### src/hw/rtl/smr_pkg.sv
// shared types, constants and the cordic arctangent table for the segment map raycaster
package smr_pkg;

    localparam int COORD_W      = 32;
    localparam int VEC_W        = 33;
    localparam int DIR_W        = 30;
    localparam int OPND_W       = 34;
    localparam int PROD_W       = 68;
    localparam int DEN_W        = 64;
    localparam int NUM_W        = 96;
    localparam int Q_W          = 32;
    localparam int DIST_W       = 31;
    localparam int TOL_W        = 32;
    localparam int DIR_BITS     = 28;
    localparam int CORDIC_STEPS = 30;
    localparam int CORD_W       = 33;
    localparam int ITER_W       = 5;
    localparam int DIV_CNT_W    = 6;

    localparam logic signed [CORD_W-1:0] CORDIC_GAIN = 33'sd652032874;

    localparam logic OP_ADD  = 1'b0;
    localparam logic OP_CAST = 1'b1;

    localparam logic STATUS_OK   = 1'b0;
    localparam logic STATUS_FULL = 1'b1;

    typedef enum logic [3:0] {
        S_IDLE,
        S_ADD,
        S_HEAD_GO,
        S_HEAD,
        S_RD,
        S_VEC,
        S_MUL,
        S_FOLD,
        S_TEST,
        S_DIV,
        S_NEXT,
        S_DONE
    } smr_state_t;

    typedef struct packed {
        logic start;
    } smr_unit_ctl_t;

    typedef struct packed {
        logic busy;
        logic done;
    } smr_unit_sts_t;

    // atan(2^-i) in 32-bit binary angle units
    function automatic logic [31:0] atan_entry(input logic [ITER_W-1:0] i);
        logic [31:0] v;
        case (i)
            5'd0:    v = 32'h20000000;
            5'd1:    v = 32'h12E4051E;
            5'd2:    v = 32'h09FB385B;
            5'd3:    v = 32'h051111D4;
            5'd4:    v = 32'h028B0D43;
            5'd5:    v = 32'h0145D7E1;
            5'd6:    v = 32'h00A2F61E;
            5'd7:    v = 32'h00517C55;
            5'd8:    v = 32'h0028BE53;
            5'd9:    v = 32'h00145F2F;
            5'd10:   v = 32'h000A2F98;
            5'd11:   v = 32'h000517CC;
            5'd12:   v = 32'h00028BE6;
            5'd13:   v = 32'h000145F3;
            5'd14:   v = 32'h0000A2FA;
            5'd15:   v = 32'h0000517D;
            5'd16:   v = 32'h000028BE;
            5'd17:   v = 32'h0000145F;
            5'd18:   v = 32'h00000A30;
            5'd19:   v = 32'h00000518;
            5'd20:   v = 32'h0000028C;
            5'd21:   v = 32'h00000146;
            5'd22:   v = 32'h000000A3;
            5'd23:   v = 32'h00000051;
            5'd24:   v = 32'h00000029;
            5'd25:   v = 32'h00000014;
            5'd26:   v = 32'h0000000A;
            5'd27:   v = 32'h00000005;
            5'd28:   v = 32'h00000003;
            5'd29:   v = 32'h00000001;
            default: v = 32'h00000000;
        endcase
        return v;
    endfunction

endpackage

### src/hw/rtl/smr_divider.sv
// restoring divider, one quotient bit per cycle, flags quotients of 2^32 and up
module smr_divider (
    input  logic                         clk,
    input  logic                         rst_n,
    input  smr_pkg::smr_unit_ctl_t       ctl,
    input  logic [smr_pkg::NUM_W-1:0]    num,
    input  logic [smr_pkg::DEN_W-1:0]    den,
    output smr_pkg::smr_unit_sts_t       sts,
    output logic [smr_pkg::Q_W-1:0]      quot,
    output logic                         ovf
);
    import smr_pkg::*;

    logic [DEN_W-1:0]     rem_reg, den_reg;
    logic [Q_W-1:0]       q_reg;
    logic [DIV_CNT_W-1:0] cnt_reg;
    logic                 busy_reg, done_reg, ovf_reg;
    logic [DEN_W:0]       r2, diff;
    logic                 big;

    assign big  = num[NUM_W-1:Q_W] >= den;
    assign r2   = {rem_reg, q_reg[Q_W-1]};
    assign diff = r2 - {1'b0, den_reg};

    always_ff @(posedge clk or negedge rst_n)
    begin
        if (!rst_n)
        begin
            busy_reg <= 1'b0;
            done_reg <= 1'b0;
        end
        else
        begin
            done_reg <= 1'b0;
            if (ctl.start)
            begin
                busy_reg <= !big;
                done_reg <= big;
            end
            else if (busy_reg && cnt_reg == DIV_CNT_W'(1))
            begin
                busy_reg <= 1'b0;
                done_reg <= 1'b1;
            end
        end
    end

    always_ff @(posedge clk)
    begin
        if (ctl.start)
        begin
            ovf_reg <= big;
            den_reg <= den;
            rem_reg <= num[NUM_W-1:Q_W];
            q_reg   <= num[Q_W-1:0];
            cnt_reg <= DIV_CNT_W'(Q_W);
        end
        else if (busy_reg)
        begin
            if (!diff[DEN_W])
            begin
                rem_reg <= diff[DEN_W-1:0];
                q_reg   <= {q_reg[Q_W-2:0], 1'b1};
            end
            else
            begin
                rem_reg <= r2[DEN_W-1:0];
                q_reg   <= {q_reg[Q_W-2:0], 1'b0};
            end
            cnt_reg <= cnt_reg - DIV_CNT_W'(1);
        end
    end

    assign sts.busy = busy_reg;
    assign sts.done = done_reg;
    assign quot     = q_reg;
    assign ovf      = ovf_reg;

endmodule

### config.mk
export PLATFORM = sky130hd
export DESIGN_NAME = smr_divider
export DESIGN_NICKNAME = d
export VERILOG_FILES = /design/src/hw/rtl/smr_pkg.sv /design/src/hw/rtl/smr_divider.sv
export SDC_FILE = /design/constraint.sdc
export NUM_CORES = 1
export LEC_CHECK = 0
export BUFFER_PORTS_ARGS = -buffer_cell sky130_fd_sc_hd__buf_2
export CORE_ASPECT_RATIO = 0.9
export CORE_UTILIZATION = 59
export DETAILED_ROUTE_END_ITERATION = 10
export PLACE_DENSITY_LB_ADDON = 0.2
export SYNTH_ARGS = -nofsm -noshare
export SYNTH_HDL_FRONTEND = slang
export SYNTH_SLANG_ARGS = --single-unit
### constraint.sdc
create_clock -name clk -period 4.2 [get_ports clk]
set_input_delay 0.21 -clock clk [delete_from_list [all_inputs] [get_ports clk]]
set_output_delay 0.21 -clock clk [all_outputs]
set_load 0.02 [all_outputs]
==> metrics.md <==
| Metric | Value |
|---|---|
| Final std cells w/o fill | approximately 1.9k |
| Post-synthesis xor/xnor area fraction | under 10% |
| Slowest stage cell, crit path | fa_1 |
| Commonest cells post-synth | edfxtp_1, inv_1, ha_1 |
| Pre-CTS setup slack | around 0.31 ns |
| Cts hold-fix bufs | 64 |
| Pre-antenna DRT Iters | 5 |
| Req. time, crit path | 4.39 ns |
| DRC Markers | 0 |
| Tcrit/Tclk final | a little over nine tenths |
| Max incr delay on CP | around 0.40 ns |
| Antenna Cells | 0 |
| Worst-margin pin slew | 0.689 ns |
| Die ar. | ~0.022 sq mm |
| Synth unique cells | 74 |
| Gpl congestion | between 0.9 and 1 |
| Post-Syn Nets | approximately 1.6k |
| Setup crit end kind | flip-flop |
| Setup TNS | 0 ns |
| Register Area | 0.00500 sq mm |
| Initial antenna violation count | 0 |
| Site Rows | 50 |
| First-pass GRT wire length | between 50000 and 60000 microns |
| Maximum fanout along the worst path | 29 |
| Pins Over Slew Limit | 0 |
| PD cells | 524 mW/mm^2 |
| Clk_lat worst skew | 0.45 ns |
| Yosys top cell area share | 37.7% |
| Worst-path cell chain | inv_1 > ha_1 > fa_1 > nand2b_1 > a21o_1 > a31o_2 > o21ai_0 > nand3_1 > a21oi_1 > o41ai_2 > nor3_4 > buf_12 > buf_4 > nor3b_1 > a221o_1 |
| Clk_skew | 0.0131 ns |
| Cells after Synth | approximately 1.3k |
| Ratio of cells with drive above 1 in the final layout | 18.8% |
| DRT iter0 DRCs | 817 |
| Fill cells | ~1.6k |
| DP Wirelength | 24800 microns |
| Final min period | about 3.9 ns |
| Worst Path Buf+Inv | 3 |
| Boundary Pins | between 150 and 200 |
| Mux cell area share after synthesis | roughly 7.9% |
| Via count | 11.0k |
| Clk buf depth | 2 |
| Fin area | roughly 0.015 sq mm |
| # Post-CTS Setup Buffers | 0 |
| FMAX | 0.254 GHz |
| Power share of the sequential group | a little under a third |
| Grt ovf | 0 |
| Kind of critical path | flip-flop to flip-flop |
| Wire per inst | about 18 microns |
| Async SR Flop Fraction | 1.18% |
| Yosys warning count | 0 |
| Leakage power | between 6 and 7 nW |
| CTS tree | built |
| Post-Synth Simple-Gate Area | about an eighth |
| Largest family of logic cells by synthesized area | compound AO/OA/AOI/OAI gates |
| Psw | approximately 0.0033 W |
| Largest net degree at the start of global routing | between 100 and 150 |
| Antenna viol nets, final | 0 |
| TritonCTS Buffers | 17 |
| Post-synthesis to final-layout area growth | 19.3% |
| Cell taking the most area after synthesis | edfxtp_1 |
| Worst EP arrival | 4.14 ns |
| Synth Register Bits | around 170 |
| Unrepaired setup endpoints after global routing | no |
| Number of port buffers | between 150 and 200 |
| Worst Hold Class | input port to flip-flop |
| # setup viols final | 0 |
| Post-CTS Resized | 0 |
| Net Sw Frac | between 40% and 50% |
| # Max-Cap Violations | 0 |
| Placed cell areas | 0.0140 sq mm |
| Final hold viol count | 0 |
| Cell family with most CP delay | compound AO/OA/AOI/OAI gates |
| Internal power | around 0.0047 W |
| Max VDD drop | between 0.0003 and 0.0004 V |
| Vias in the first global route | 10.7k |
| Vias/cell | between 5 and 6 |
| Sequential-to-total area share from yosys stat | around two fifths |
| Fin worst setup slack | ~0.26 ns |
| Post-synth EDFFs | roughly 160 |
| Critical path startpoint category | flip-flop |
| Ys flop type | edfxtp_1 |
| Multi-input logic area | between 0.006 and 0.007 sq mm |
| Initial core utilization | 61.0% |
| Most frequent cell after synthesis | edfxtp_1 |
| Compound-Gate Fraction of Synth Area | between 10% and 20% |
| Total wire length | 33400 microns |
| Tot GR Track Use | between 30% and 40% |
| Netlist Area Pre-Place | 0.0128 sq mm |
| Dpl cells | between 1.5k and 2k |
| Synth area leaders | edfxtp_1, ha_1, inv_1 |
| Die Width | 157 microns |
| Clk root buf | clkbuf_16 |
| Status | completed |
| Reg clk slew, reported paths | 0.08 ns |
| Combinational share of power | 48.5% |
| Die H | ~140 microns |
| H-tree Lvls | 4 |
| Syn avg cell area | about 9.6 sq um |
| Clock network fraction of total power | about a fifth |
| Core Area | 0.0210 sq mm |
| Worst slew margin | 53.4% |
| Post-Synth Adder-Cell Area | about an eighth |
| CTS Sinks | between 150 and 200 |
| Final nets | 1862 |
| WHS | approximately 0.051 ns |
## placed cells by master (no fill, tap or decap), drive strengths merged, types with 5 or more instances in the layout
| cell type | count |
|---|---|
| nand4 | 35 |
| a31oi | 10 |
| o21ai | 101 |
| inv | 151 |
| nor3b | 5 |
| mux2i | 50 |
| o21a | 14 |
| nand3 | 18 |
| a211o | 5 |
| nand2 | 126 |
| a221oi | 5 |
| xnor2 | 36 |
| ha | 130 |
| clkbuf | 18 |
| a21oi | 103 |
| nor4 | 5 |
| nor3 | 15 |
| dlygate4sd3 | 65 |
| and3 | 5 |
| clkinv | 7 |
| dfxtp | 6 |
| mux2 | 46 |
| o211ai | 8 |
| or4 | 7 |
| a21o | 46 |
| buf | 208 |
| o21bai | 12 |
| nand2b | 12 |
| a211oi | 7 |
| nor2 | 59 |
| a2111oi | 5 |
| o31ai | 6 |
| edfxtp | 161 |
| xor2 | 24 |
| nor2b | 10 |
## per-stage QoR
| step | utilization (%) | total power, W |
|---|---|---|
| final | 72.7 | 0.00801 |
| after global routing | 72.7 | 0.00847 |
| after CTS | 72.7 | 0.00796 |
| after detailed placement | 66.6 | 0.00622 |
| after global placement | 66.6 | 0.00613 |
| after floorplan | - | 0.00532 |
## worst paths after layout
path | from | cells past startpoint | endpoint | slack [ns]
max in group asynchronous | rst_n | 2 | done_reg$_DFF_PN0_ | 4.02
setup reg to reg | quot[31]$_DFFE_PP_ | 15 | rem_reg[40]$_DFFE_PP_ | 0.26
min in group asynchronous | rst_n | 2 | busy_reg$_DFFE_PN0P_ | 0.08
setup / recovery | quot[31]$_DFFE_PP_ | 15 | rem_reg[40]$_DFFE_PP_ | 0.26
hold reg to reg | cnt_reg[1]$_SDFFE_PP0P_ | 2 | cnt_reg[1]$_SDFFE_PP0P_ | 0.50
hold / removal | num[10] | 2 | quot[10]$_DFFE_PP_ | 0.05
## layer usage
layer	track usage, %	share of wire [%]	up-vias
met5	0	0	-
met4	8.18	1.6	0
met3	5.74	7.0	49
met2	51.0	47	460
met1	39.7	45	5152
li1	-	-	5349
## worst reg2reg max path, delay by kind of cell (launching register included)
kind,cells,cell delay (ns)
and+or+nand+nor,4,0.63
AOI/OAI and AO/OA,6,1.44
adders and majority gates,2,0.62
DFF,1,0.34
buffers and inverters,3,0.66
## power by group through the flow
stage / clock [W] / combinational [W] / sequential, W
6_report: 0.00169 / 0.00388 / 0.00244
5_1_grt: 0.00175 / 0.00426 / 0.00247
4_1_cts: 0.00170 / 0.00382 / 0.00243
3_5_place_dp: 0 / 0.00376 / 0.00246
3_3_place_gp: 0 / 0.00368 / 0.00245
2_1_floorplan: 0 / 0.00286 / 0.00246
## logic make-up (layout without fill, tap and decap cells)
kind of cell               after synthesis  in the layout
xor gates and xnor gates                60             60
adders and majority gates              131            131
and+or+nand+nor                        320            320
muxes                                   96             96
buffers and inverters                  199            449
AOI/OAI and AO/OA                      356            356
DFF                                    169            169
## area by class of cell
type,count,area share [%]
inverter,143,3.51
sequential,169,32.7
clock inverter,15,1.35
timing repair buffer,274,11.5
tap,286,2.34
multi-input combinational,963,45.8
clock buffer,17,2.78
No activity file was read; power rests on OpenSTA's default activity.
