<file path="src/hw/rtl/smr_pkg.sv">
// shared types, constants and the cordic arctangent table for the segment map raycaster
package smr_pkg;

    localparam int COORD_W      = 32;
    localparam int VEC_W        = 33;
    localparam int DIR_W        = 30;
    localparam int OPND_W       = 34;
    localparam int PROD_W       = 68;
    localparam int DEN_W        = 64;
    localparam int NUM_W        = 96;
    localparam int Q_W          = 32;
    localparam int DIST_W       = 31;
    localparam int TOL_W        = 32;
    localparam int DIR_BITS     = 28;
    localparam int CORDIC_STEPS = 30;
    localparam int CORD_W       = 33;
    localparam int ITER_W       = 5;
    localparam int DIV_CNT_W    = 6;

    localparam logic signed [CORD_W-1:0] CORDIC_GAIN = 33'sd652032874;

    localparam logic OP_ADD  = 1'b0;
    localparam logic OP_CAST = 1'b1;

    localparam logic STATUS_OK   = 1'b0;
    localparam logic STATUS_FULL = 1'b1;

    typedef enum logic [3:0] {
        S_IDLE,
        S_ADD,
        S_HEAD_GO,
        S_HEAD,
        S_RD,
        S_VEC,
        S_MUL,
        S_FOLD,
        S_TEST,
        S_DIV,
        S_NEXT,
        S_DONE
    } smr_state_t;

    typedef struct packed {
        logic start;
    } smr_unit_ctl_t;

    typedef struct packed {
        logic busy;
        logic done;
    } smr_unit_sts_t;

    // atan(2^-i) in 32-bit binary angle units
    function automatic logic [31:0] atan_entry(input logic [ITER_W-1:0] i);
        logic [31:0] v;
        case (i)
            5'd0:    v = 32'h20000000;
            5'd1:    v = 32'h12E4051E;
            5'd2:    v = 32'h09FB385B;
            5'd3:    v = 32'h051111D4;
            5'd4:    v = 32'h028B0D43;
            5'd5:    v = 32'h0145D7E1;
            5'd6:    v = 32'h00A2F61E;
            5'd7:    v = 32'h00517C55;
            5'd8:    v = 32'h0028BE53;
            5'd9:    v = 32'h00145F2F;
            5'd10:   v = 32'h000A2F98;
            5'd11:   v = 32'h000517CC;
            5'd12:   v = 32'h00028BE6;
            5'd13:   v = 32'h000145F3;
            5'd14:   v = 32'h0000A2FA;
            5'd15:   v = 32'h0000517D;
            5'd16:   v = 32'h000028BE;
            5'd17:   v = 32'h0000145F;
            5'd18:   v = 32'h00000A30;
            5'd19:   v = 32'h00000518;
            5'd20:   v = 32'h0000028C;
            5'd21:   v = 32'h00000146;
            5'd22:   v = 32'h000000A3;
            5'd23:   v = 32'h00000051;
            5'd24:   v = 32'h00000029;
            5'd25:   v = 32'h00000014;
            5'd26:   v = 32'h0000000A;
            5'd27:   v = 32'h00000005;
            5'd28:   v = 32'h00000003;
            5'd29:   v = 32'h00000001;
            default: v = 32'h00000000;
        endcase
        return v;
    endfunction

endpackage

</file>
<file path="src/hw/rtl/smr_cordic.sv">
// iterative cordic that turns a binary angle into a q28 unit heading
module smr_cordic #(
    parameter int ANGLE_BITS = 16
) (
    input  logic                                   clk,
    input  logic                                   rst_n,
    input  smr_pkg::smr_unit_ctl_t                 ctl,
    input  logic [ANGLE_BITS-1:0]                  angle,
    output smr_pkg::smr_unit_sts_t                 sts,
    output logic signed [smr_pkg::DIR_W-1:0]       dir_x,
    output logic signed [smr_pkg::DIR_W-1:0]       dir_y
);
    import smr_pkg::*;

    logic signed [CORD_W-1:0] x_reg, y_reg, z_reg;
    logic [ITER_W-1:0]        iter_reg;
    logic [1:0]               quad_reg;
    logic                     busy_reg, fold_reg, done_reg;
    logic signed [DIR_W-1:0]  dx_reg, dy_reg;

    logic [31:0]              a32, a_biased, res;
    logic [1:0]               quad_in;
    logic signed [CORD_W-1:0] xs, ys, at, x_step, y_step, z_step;
    logic signed [CORD_W-1:0] nx, ny;
    logic signed [CORD_W:0]   rx, ry;

    always_comb
    begin
        a32      = 32'(angle) << (32 - ANGLE_BITS);
        a_biased = a32 + 32'h20000000;
        quad_in  = a_biased[31:30];
        res      = a32 - {quad_in, 30'd0};
    end

    always_comb
    begin
        xs = x_reg >>> iter_reg;
        ys = y_reg >>> iter_reg;
        at = $signed({1'b0, atan_entry(iter_reg)});
        if (!z_reg[CORD_W-1])
        begin
            x_step = x_reg - ys;
            y_step = y_reg + xs;
            z_step = z_reg - at;
        end
        else
        begin
            x_step = x_reg + ys;
            y_step = y_reg - xs;
            z_step = z_reg + at;
        end
    end

    // quadrant unfold, then round half up to q28
    always_comb
    begin
        case (quad_reg)
            2'd0:    begin nx = x_reg;  ny = y_reg;  end
            2'd1:    begin nx = -y_reg; ny = x_reg;  end
            2'd2:    begin nx = -x_reg; ny = -y_reg; end
            default: begin nx = y_reg;  ny = -x_reg; end
        endcase
        rx = ($signed({nx[CORD_W-1], nx}) + (CORD_W+1)'(2)) >>> 2;
        ry = ($signed({ny[CORD_W-1], ny}) + (CORD_W+1)'(2)) >>> 2;
    end

    always_ff @(posedge clk or negedge rst_n)
    begin
        if (!rst_n)
        begin
            busy_reg <= 1'b0;
            fold_reg <= 1'b0;
            done_reg <= 1'b0;
        end
        else
        begin
            done_reg <= 1'b0;
            if (ctl.start)
            begin
                busy_reg <= 1'b1;
            end
            else if (busy_reg && iter_reg == ITER_W'(CORDIC_STEPS - 1))
            begin
                busy_reg <= 1'b0;
                fold_reg <= 1'b1;
            end
            else if (fold_reg)
            begin
                fold_reg <= 1'b0;
                done_reg <= 1'b1;
            end
        end
    end

    always_ff @(posedge clk)
    begin
        if (ctl.start)
        begin
            x_reg    <= CORDIC_GAIN;
            y_reg    <= '0;
            z_reg    <= $signed({res[31], res});
            quad_reg <= quad_in;
            iter_reg <= '0;
        end
        else if (busy_reg)
        begin
            x_reg    <= x_step;
            y_reg    <= y_step;
            z_reg    <= z_step;
            iter_reg <= iter_reg + ITER_W'(1);
        end
        if (fold_reg)
        begin
            dx_reg <= rx[DIR_W-1:0];
            dy_reg <= ry[DIR_W-1:0];
        end
    end

    assign sts.busy = busy_reg | fold_reg;
    assign sts.done = done_reg;
    assign dir_x    = dx_reg;
    assign dir_y    = dy_reg;

endmodule

</file>
<file path="config.mk">
export PLATFORM = sky130hd
export DESIGN_NAME = smr_cordic
export DESIGN_NICKNAME = d
export VERILOG_FILES = /design/src/hw/rtl/smr_pkg.sv /design/src/hw/rtl/smr_cordic.sv
export SDC_FILE = /design/constraint.sdc
export NUM_CORES = 1
export LEC_CHECK = 0
export BUFFER_PORTS_ARGS = -buffer_cell sky130_fd_sc_hd__clkbuf_2
export CAP_MARGIN = 20
export CORE_MARGIN = 3
export CORE_UTILIZATION = 60
export DETAILED_ROUTE_END_ITERATION = 8
export PLACE_DENSITY = 0.78
export SLEW_MARGIN = 20
export SYNTH_ARGS = -nofsm -noshare
export SYNTH_HDL_FRONTEND = slang
export SYNTH_SLANG_ARGS = --single-unit
</file>
<file path="constraint.sdc">
create_clock -name clk -period 11.6 [get_ports clk]
set_input_delay 0 -clock clk [delete_from_list [all_inputs] [get_ports clk]]
set_output_delay 0 -clock clk [all_outputs]
set_load 0.05 [all_outputs]
</file>
==> metrics.log <==
[metrics] run status: finished clean
[metrics] Synth-to-Final Area Change: 5.677%
[metrics] most common cell after layout, fill and taps aside: sky130_fd_sc_hd__nor2_1
[metrics] WL per Instance: ~24 microns
[metrics] number of I/O port buffers: 80
[metrics] post-CTS resize count: 0
[metrics] maximum number of pins on one net before global-route repair: between 70 and 80
[metrics] launching element type of the critical path: flip-flop
[metrics] timing startpoint of the critical path: iter_reg[1]$_SDFFE_PP0P_
[metrics] number of setup violations in the final report: 0
[metrics] hold violation count in the final report: 0
[metrics] minimum period implied by the final worst setup slack: between 7 and 8 ns
[metrics] Core Box Area: between 0.03 and 0.04 sq mm
[metrics] share of synthesized registers carrying an async set or reset: 1.508%
[metrics] net count of the mapped netlist: ~2800
[metrics] Row Count: 69
[metrics] I/O pin total: 81
[metrics] global-route wire length before repair: approximately 110 mm
[metrics] power per cell area: 338.5 mW/mm^2
[metrics] Clock Root Buffer: sky130_fd_sc_hd__clkbuf_16
[metrics] commonest cells after routing, fill and taps aside: sky130_fd_sc_hd__nor2_1, sky130_fd_sc_hd__xnor2_1, sky130_fd_sc_hd__nand2_1
[metrics] period utilization: roughly two thirds
[metrics] clock skew after layout: about 0.017 ns
[metrics] clock tree from TritonCTS: done
[metrics] initial DRC count: approximately 2300
[metrics] most used flip-flop cell after synthesis: sky130_fd_sc_hd__dfxtp_1
[metrics] register cell area after layout: between 0.004 and 0.005 sq mm
[metrics] Lkg Pwr: between 9 and 10 nW
[metrics] unrepaired setup endpoints after global routing: no
[metrics] Max transition margin: 31.44%
[metrics] router iterations before antenna repair: 5
[metrics] Vias: 21032
[metrics] Worst Setup End Kind: flip-flop
[metrics] number of synthesized flops with an enable pin: 95
[metrics] maximum fanout along the worst path: 59
[metrics] Post-CTS Setup Inserts: 0
[metrics] Post-DP Area: about 0.023 sq mm
[metrics] height of the die: slightly below 200 microns
[metrics] GR Util All Layers: a little over a third
[metrics] total die area: 0.03948 sq mm
[metrics] layout cell share with drive strength beyond 1: between 10% and 20%
[metrics] portion of the post-synthesis area used by sequential elements: between 20% and 30%
[metrics] Crit Path Class: reg -> reg
[metrics] library cell occupying the most area in the post-synthesis netlist: sky130_fd_sc_hd__edfxtp_1
[metrics] finished layout cell area: about 0.024 sq mm
[metrics] Fmax achieved: 130.5 MHz
[metrics] Worst Tran Pin Value: 1.019 ns
[metrics] flop and latch count out of synthesis: ~200
[metrics] Worst EP arrival: just over 8 ns
[metrics] combined area of all synthesized cells: ~0.022 sq mm
[metrics] Avg Cell Area, Syn: ~8.5 sq um
[metrics] synthesis warning total: 0
[metrics] antenna viol nets, final: 0
[metrics] remaining global-route overflow: 0
[metrics] number of max-cap violations: 0
[metrics] TritonCTS Sinks: between 150 and 200
[metrics] area share of the largest cell type after synthesis: between 10% and 20%
[metrics] half-perimeter wire length after detailed placement: about 53 mm
[metrics] H-Tree Depth: 4
[metrics] cell types occupying the most area after synthesis: sky130_fd_sc_hd__edfxtp_1, sky130_fd_sc_hd__mux4_2, sky130_fd_sc_hd__dfxtp_1, sky130_fd_sc_hd__xnor2_1, sky130_fd_sc_hd__ha_1
[metrics] Fin Setup TNS: 0 ns
[metrics] Die X: 198.7 microns
[metrics] area occupied by multi-input gates: ~0.016 sq mm
[metrics] unique cell type count in the Yosys netlist: ~90
[metrics] Post-Synthesis Cells: between 2000 and 3000
[metrics] fillers: slightly above 3000
[metrics] Layout Nets: 2732
[metrics] worst ir drop on vdd: between 0.2 and 0.3 mV
[metrics] number of buffers inserted during clock tree synthesis: 17
[metrics] Req. time, crit path: roughly 12 ns
[metrics] class of the most critical hold timing path: in -> reg
[metrics] initial antenna violation count: 2
[metrics] clock transition at the registers of the reported paths: approximately 0.090 ns
[metrics] number of global-route vias before repair: between 20000 and 25000
[metrics] total DRC errors in the routed layout: 0
[metrics] clock latency reported for the late side of the worst-skew pair: between 0.4 and 0.5 ns
[metrics] Starting Density: 61.74%
[metrics] Via-to-Cell Ratio: ~6.9
[metrics] hold_sp: ctl
[metrics] WL final: roughly 72 mm
[metrics] final number of max-transition violations: 0
[metrics] reg2reg start: iter_reg[1]$_SDFFE_PP0P_
[metrics] global placement routability congestion: roughly 0.99
[metrics] maximum root-to-sink buffer count: 2
report_power, final:
| group | switching (mW) | total (mW) | leakage (nW) | internal (mW) |
|---|---|---|---|---|
| Sequential | 0.455 | 1.45 | 1.81 | 0.993 |
| Combinational | 3.27 | 5.91 | 7.38 | 2.64 |
| Clock | 0.315 | 0.612 | 0.291 | 0.298 |
critical path, cell delays in order, from the launching register on:
cell	delay, ns
sky130_fd_sc_hd__dfxtp_4	0.86
sky130_fd_sc_hd__buf_4	0.75
sky130_fd_sc_hd__mux4_2	0.61
sky130_fd_sc_hd__mux2i_1	0.22
sky130_fd_sc_hd__nor2_1	0.07
sky130_fd_sc_hd__a2111o_1	0.54
sky130_fd_sc_hd__nor4_1	0.59
sky130_fd_sc_hd__and2_1	0.28
sky130_fd_sc_hd__nor2_1	0.07
sky130_fd_sc_hd__xnor2_1	0.15
sky130_fd_sc_hd__ha_1	0.34
sky130_fd_sc_hd__a21o_1	0.17
sky130_fd_sc_hd__a21o_1	0.17
sky130_fd_sc_hd__a21oi_1	0.23
sky130_fd_sc_hd__o31ai_1	0.19
sky130_fd_sc_hd__o41ai_1	0.68
sky130_fd_sc_hd__o31ai_1	0.26
sky130_fd_sc_hd__a2111oi_0	0.63
sky130_fd_sc_hd__o31ai_1	0.20
sky130_fd_sc_hd__xnor2_1	0.21
sky130_fd_sc_hd__nand3_1	0.10
sky130_fd_sc_hd__a21oi_1	0.18
per-layer routing:
layer | wire [microns] | GRT usage [%] | up-vias
met5 | 0 | 0 | -
met4 | 3161 | 15.85 | 0
met3 | 7372 | 8.079 | 227
met2 | 32640 | 58.18 | 1136
met1 | 29070 | 47.16 | 10037
li1 | - | - | 9632
worst paths after layout:
path	end	slack [ns]	cells past startpoint
max reg2reg	y_reg[32]$_SDFFE_PP0P_	3.94	21
min in group asynchronous	done_reg$_DFF_PN0_	0.47	3
max	y_reg[32]$_SDFFE_PP0P_	3.94	21
min reg2reg	y_reg[0]$_SDFFE_PP0P_	0.54	2
min	y_reg[30]$_SDFFE_PP0P_	0.10	2
max in group asynchronous	fold_reg$_DFFE_PN0N_	10.96	3
what timing repair did:
item,in CTS,in global routing
endpoints found under the hold margin,19,0
hold buffers,18,0
setup endpoints to repair,0,0
logic make-up after synthesis:
| group | after synthesis | synth area share [%] |
|---|---|---|
| AND/OR/NAND/NOR | 806 | 17.17 |
| AO/OA/AOI/OAI | 695 | 20.07 |
| XOR/XNOR | 320 | 12.58 |
| buffers and inverters | 267 | 4.829 |
| multiplexers | 228 | 16.41 |
| flip-flops | 199 | 22.21 |
| adder cells (fa/ha/maj) | 118 | 6.727 |
through the flow:
| stage | total power, mW | hold slack, ns | utilization [%] | cells | setup slack [ns] |
|---|---|---|---|---|---|
| after floorplan | 5.913 | -0.2956 | - | 2633 | 5.721 |
| after global placement | 7.023 | -0.2026 | 63.13 | 3019 | 4.197 |
| after detailed placement | 7.194 | -0.1986 | 63.13 | 3019 | 4.157 |
| after CTS | 7.847 | 0.08258 | 65.23 | 3069 | 4.098 |
| after global routing | 8.625 | 0.1416 | 65.24 | 3069 | 3.520 |
| final | 7.971 | 0.1013 | 65.25 | 3070 | 3.937 |
cells in the mapped netlist, drive strengths merged (12+ instances only):
cell	n
a211oi	24
a21o	57
buf	60
nand3	42
nor3	62
a22o	12
o21a	20
o22ai	21
nor4	22
edfxtp	95
mux4	107
nand2b	25
xnor2	211
or3	17
inv	65
nand2	206
o31ai	21
ha	115
and3	25
a41oi	13
nor2	283
mux2i	92
or2	17
nand4	14
nor2b	21
and2	22
a21oi	200
mux2	29
o211ai	22
o21ai	139
o21bai	15
a31oi	48
xor2	109
dfxtp	101
clkbuf	136
cell type report:
| class | instances | share of cell area [%] |
|---|---|---|
| Antenna cell | 1 | 0.01063 |
| Clock buffer | 18 | 1.913 |
| Tap cell | 461 | 2.450 |
| Clock inverter | 14 | 0.5420 |
| Inverter | 71 | 1.132 |
| Timing Repair Buffer | 139 | 3.783 |
| Sequential cell | 199 | 21.09 |
| Multi-Input combinational cell | 2167 | 69.08 |
(Power assumes the default switching activity.)
